## src/hdl/block_range_minimum_core_assert.svh

```systemverilog
// Assertion macros for the range minimum core.
`ifndef BLOCK_RANGE_MINIMUM_CORE_ASSERT_SVH
`define BLOCK_RANGE_MINIMUM_CORE_ASSERT_SVH
`ifndef SYNTHESIS
// Plain property, checked at every rising edge outside reset.
`define BRM_ASSERT(label, clk, rst, prop) \
   label: assert property (@(posedge clk) disable iff (rst) (prop)) \
      else $error("block_range_minimum_core: property failed");
// Overlapping implication, checked at every rising edge outside reset.
`define BRM_ASSERT_IMP(label, clk, rst, ante, cons) \
   label: assert property (@(posedge clk) disable iff (rst) (ante) |-> (cons)) \
      else $error("block_range_minimum_core: implication failed");
`else
`define BRM_ASSERT(label, clk, rst, prop)
`define BRM_ASSERT_IMP(label, clk, rst, ante, cons)
`endif
`endif

```

## src/hdl/brm_pkg.sv

```systemverilog
`timescale 1ns / 1ps
// Shared types, constants and control structs of the range minimum core.
package brm_pkg;

   localparam int MAX_ELEMENTS = 1024;
   localparam int BLOCK_SIZE   = 32;
   localparam int NUM_BLOCKS   = MAX_ELEMENTS / BLOCK_SIZE;
   localparam int POS_W        = $clog2(MAX_ELEMENTS);
   localparam int OFF_W        = $clog2(BLOCK_SIZE);
   localparam int BLK_W        = $clog2(NUM_BLOCKS);
   localparam int PTR_W        = POS_W + 1;
   localparam int LEN_W        = 11;
   localparam int DATA_W       = 32;

   localparam logic signed [DATA_W-1:0] INT_MAX      = 32'sh7FFF_FFFF;
   localparam logic [LEN_W-1:0]         LENGTH_RESET = 11'd1024;

   // Operation codes of an input item.
   localparam logic OP_WRITE = 1'b0;
   localparam logic OP_QUERY = 1'b1;

   // Result status codes.
   localparam logic STATUS_OK        = 1'b0;
   localparam logic STATUS_BAD_RANGE = 1'b1;

   typedef struct packed {
      logic                     operation;
      logic [POS_W-1:0]         left_position;
      logic [POS_W-1:0]         right_position;
      logic signed [DATA_W-1:0] new_value;
   } req_payload_type;

   typedef struct packed {
      logic signed [DATA_W-1:0] range_minimum;
      logic                     status;
   } rsp_payload_type;

   // Commands from the controller to the datapath.
   typedef struct packed {
      logic idle;
      logic load_item;
      logic clear_en;
      logic write_elem;
      logic start_scan;
      logic issue;
      logic write_bmin;
      logic load_rsp;
   } ctl_cmd_type;

   // Status from the datapath to the controller.
   typedef struct packed {
      logic item_is_query;
      logic write_ok;
      logic query_bad;
      logic scan_last;
      logic clear_last;
      logic rsp_busy;
   } dp_status_type;

endpackage

```

## src/hdl/brm_ctrl.sv

```systemverilog
`timescale 1ns / 1ps
// Controller state machine of the range minimum core.
module brm_ctrl (
   input  logic                   clock,
   input  logic                   reset,
   input  logic                   req_valid,
   input  brm_pkg::dp_status_type dp_status,
   output brm_pkg::ctl_cmd_type   ctl_cmd
);

   localparam logic [2:0] ST_CLEAR  = 3'd0;
   localparam logic [2:0] ST_IDLE   = 3'd1;
   localparam logic [2:0] ST_CHECK  = 3'd2;
   localparam logic [2:0] ST_SCAN   = 3'd3;
   localparam logic [2:0] ST_DRAIN  = 3'd4;
   localparam logic [2:0] ST_COMMIT = 3'd5;
   localparam logic [2:0] ST_FINISH = 3'd6;

   logic [2:0] state_ff;
   logic [2:0] state_in;

   // Next state and command decode.
   always_comb begin
      state_in = state_ff;
      ctl_cmd  = '0;
      unique case (state_ff)
         ST_CLEAR: begin
            ctl_cmd.clear_en = 1'b1;
            if (dp_status.clear_last) begin
               state_in = ST_IDLE;
            end
         end
         ST_IDLE: begin
            ctl_cmd.idle = 1'b1;
            if (req_valid) begin
               ctl_cmd.load_item = 1'b1;
               state_in          = ST_CHECK;
            end
         end
         ST_CHECK: begin
            if (!dp_status.item_is_query) begin
               if (dp_status.write_ok) begin
                  ctl_cmd.write_elem = 1'b1;
                  ctl_cmd.start_scan = 1'b1;
                  state_in           = ST_SCAN;
               end else begin
                  state_in = ST_IDLE;
               end
            end else if (dp_status.query_bad) begin
               state_in = ST_FINISH;
            end else begin
               ctl_cmd.start_scan = 1'b1;
               state_in           = ST_SCAN;
            end
         end
         ST_SCAN: begin
            ctl_cmd.issue = 1'b1;
            if (dp_status.scan_last) begin
               state_in = ST_DRAIN;
            end
         end
         ST_DRAIN: begin
            state_in = dp_status.item_is_query ? ST_FINISH : ST_COMMIT;
         end
         ST_COMMIT: begin
            ctl_cmd.write_bmin = 1'b1;
            state_in           = ST_IDLE;
         end
         ST_FINISH: begin
            if (!dp_status.rsp_busy) begin
               ctl_cmd.load_rsp = 1'b1;
               state_in         = ST_IDLE;
            end
         end
         default: begin
            state_in = ST_IDLE;
         end
      endcase
   end

   // State register; reset starts the clearing sweep.
   always_ff @(posedge clock) begin
      if (reset) begin
         state_ff <= ST_CLEAR;
      end else begin
         state_ff <= state_in;
      end
   end

endmodule

```

## config.mk

```make
export PLATFORM = sky130hd
export DESIGN_NAME = brm_ctrl
export DESIGN_NICKNAME = d
export VERILOG_FILES = /design/src/hdl/block_range_minimum_core_assert.svh /design/src/hdl/brm_pkg.sv /design/src/hdl/brm_ctrl.sv
export SDC_FILE = /design/constraint.sdc
export NUM_CORES = 1
export LEC_CHECK = 0
export ABC_CLOCK_PERIOD_IN_PS = 1200
export BUFFER_PORTS_ARGS = -buffer_cell sky130_fd_sc_hd__buf_4
export CELL_PAD_IN_SITES_DETAIL_PLACEMENT = 1
export CELL_PAD_IN_SITES_GLOBAL_PLACEMENT = 1
export CORE_AREA = 4 4 41 43
export CTS_BUF_LIST = sky130_fd_sc_hd__clkbuf_4 sky130_fd_sc_hd__clkbuf_8 sky130_fd_sc_hd__clkbuf_16
export CTS_CLUSTER_SIZE = 25
export DETAILED_ROUTE_END_ITERATION = 12
export DIE_AREA = 0 0 45 47
export GPL_TIMING_DRIVEN = 1
export MAX_ROUTING_LAYER = met4
export PLACE_DENSITY = 0.72
export SETUP_SLACK_MARGIN = 0.05
export SLEW_MARGIN = 20
export SYNTH_ARGS = -nofsm -noshare
export SYNTH_HDL_FRONTEND = slang
export SYNTH_SLANG_ARGS = --single-unit
export TNS_END_PERCENT = 50
```

## constraint.sdc

```tcl
create_clock -name clock -period 1.2 [get_ports clock]
set_clock_uncertainty 0.15 [all_clocks]
set_input_delay 0 -clock clock [delete_from_list [all_inputs] [get_ports clock]]
set_output_delay 0 -clock clock [all_outputs]
set_load 0.005 [all_outputs]
```

==> run metrics <==
status=finished, violations left; failing checks=setup timing; FP Rows=13; Initial DRC Count=3; global-route usage over all layers=roughly 14%; Worst Slack Setup Final=-0.0649 ns; FF-to-FF setup slack=-0.03 ns; commonest cells after routing, fill and taps aside=buf_4, buf_6, clkbuf_4; worst path arrival time=~1.1 ns; cells after synthesis=between 40 and 50; Highest Signal Layer=met3; Starting Density=roughly a quarter; number of max-cap violations=0; Synth top area share=about a fifth; Clk Latency, worst-skew pair=~0.24 ns; warnings from Yosys=0; R2R Path Start=state_ff[1]; max-slew violation count=0; I/O Pins=17; Port Buffers=16; worst-margin pin slew=approximately 0.26 ns; Reg2Reg Depth=4; die area=2120 um2; max reg flops=3; RSZ-0062 raised after global routing=true; routability cong.=0.797; Synth async-reset ratio=0%; vias per cell=around 4.8; clk root buf=clkbuf_4; EDFF count, synth=0; Top Registers=state_ff: 3 flops; Peak VDD IR=between 0.6 and 0.7 mV; height of the chip=~47 um; Synthesized Nets=53; worst rel slew slack=between 80% and 90%; routed vias=approximately 440; drt pass-1 iters=4; register area share after synthesis=19.8%; top post-synthesis cells by area=dfxtp_1, nor2_1, nand2b_1; Routed WL=around 1.4 mm; Area Overhead vs Synth=120%; Setup-failing EPs final=9; Nets=86; die width=around 45 um; initial antenna violation count=0; first-pass GRT wire length=slightly above 2 mm; Area after DPL=467 um2; layout cells sized above 1=about 64%; worst setup path start=state_ff[1]; hold crit path type=in2reg; vias in the first global route=between 400 and 500; Met3 Wirelength=~60 um; #FFs+latches synth=3; htree depth=1; final instance area=roughly 670 um2; Post-route DRC=0; Final Hold Fails=0; most common cell after layout, fill and taps aside=buf_4; synthesized area=between 300 and 400 um2; Leakage=0.289 nW; fin crit period=between 1 and 1.5 ns; CTS Buf Count=3; DRT met1 WL=544 um; PD cells=about 1100 nW/um2; clk buf depth=2; DR WL met2=between 700 and 800 um; Critical Path End Type=output port; Cells after DPL=78; Core Area=1300 um2; period utilization=105%; CP Launch Type=flip-flop; Final Core Density=roughly half; largest net degree at the start of global routing=12; Non-Filler Instances=between 90 and 100; CTS tree=yes; crit path kind=reg2out; total congestion overflow=0; max frequency=791 MHz; crit-path max FO=4; Worst-path clk slew=around 0.050 ns; largest area contributor in the netlist=dfxtp_1; syn_area_per_cell=6.91 um2; register with the most flip-flops=state_ff; r2r endpoint=state_ff[0]; post-DP HPWL=858 um; Clock Sinks=3; Netlist cell types=23; ant diodes=0; Routed Antenna Nets=0; mean routed wirelength per cell=15.1 um; Primary FF master, synth=dfxtp_1; Worst Setup EP=ctl_cmd[6]; CP Data Required Time=roughly 1.1 ns
per-layer routing:
metal | vias up | global-route usage [%]
li1 | 218 | -
met1 | 208 | 14.5
met2 | 13 | 27.7
met4 | 0 | 1.75
met3 | 0 | 2.30
met5 | - | -
metrics by stage:
step / setup TNS [ns] / total power, mW / setup WS [ns] / hold WS [ns]
detailed placement: -0.0856 / 0.389 / -0.0594 / 0.0359
global placement: 0 / 0.380 / 0.0107 / 0.0300
floorplan: 0 / 0.263 / 0.0921 / -0.0838
finish: -0.247 / 0.748 / -0.0649 / 0.00525
CTS: -0.179 / 0.712 / -0.0791 / -0.0137
global route: -0.694 / 0.788 / -0.103 / 0.0362
how the worst min path moves through the flow:
stage	cells past startpoint	from	end	slack, ns
finish	4	dp_status[3]	state_ff[0]	0.005
global placement	2	reset	state_ff[1]	0.03
floorplan	1	reset	state_ff[1]	-0.08
global route	4	dp_status[2]	state_ff[1]	0.04
detailed placement	2	reset	state_ff[1]	0.04
CTS	4	req_valid	state_ff[0]	-0.01
what timing repair did:
item,4_1_cts,5_1_grt
setup endpoints to repair,11,11
endpoints found under the hold margin,3,0
pin swaps,9,4
gates resized for setup,22,5
buffers inserted,5,1
hold buffers,3,0
cells by family after synthesis:
logic type / after synthesis / share of synthesized area, %
simple gates: 23 / 38.3
compound gates: 11 / 25.9
buf+inv: 5 / 9.46
flops: 3 / 19.8
mux: 2 / 6.58
cell type report:
type                            count  area (um2)
Timing Repair Buffer               31         263
Clock buffer                        4        30.0
Fill cell                         163         633
Multi-Input combinational cell     36         275
Inverter                            2        10.0
Sequential cell                     3        71.3
Tap cell                           15        18.8
critical path, stage by stage (launching register included):
cell and delay [ns]:
dfxtp_4 0.35, buf_6 0.12, nand2b_4 0.14, buf_6 0.11, nor2_4 0.07, buf_6 0.09
where the power goes:
group	switching (mW)	internal [mW]
logic	0.168	0.224
registers	0.0262	0.117
clock network	0.0657	0.148
synthesized netlist by cell type, drive strengths merged, types with 2 or more instances:
master,n
o21ai,2
nand3b,3
buf,3
nand2b,4
nor2,8
a21oi,3
dfxtp,3
nand3,2
nand2,3
mux2i,2
inv,2
Power figures use the tool's default switching activity.
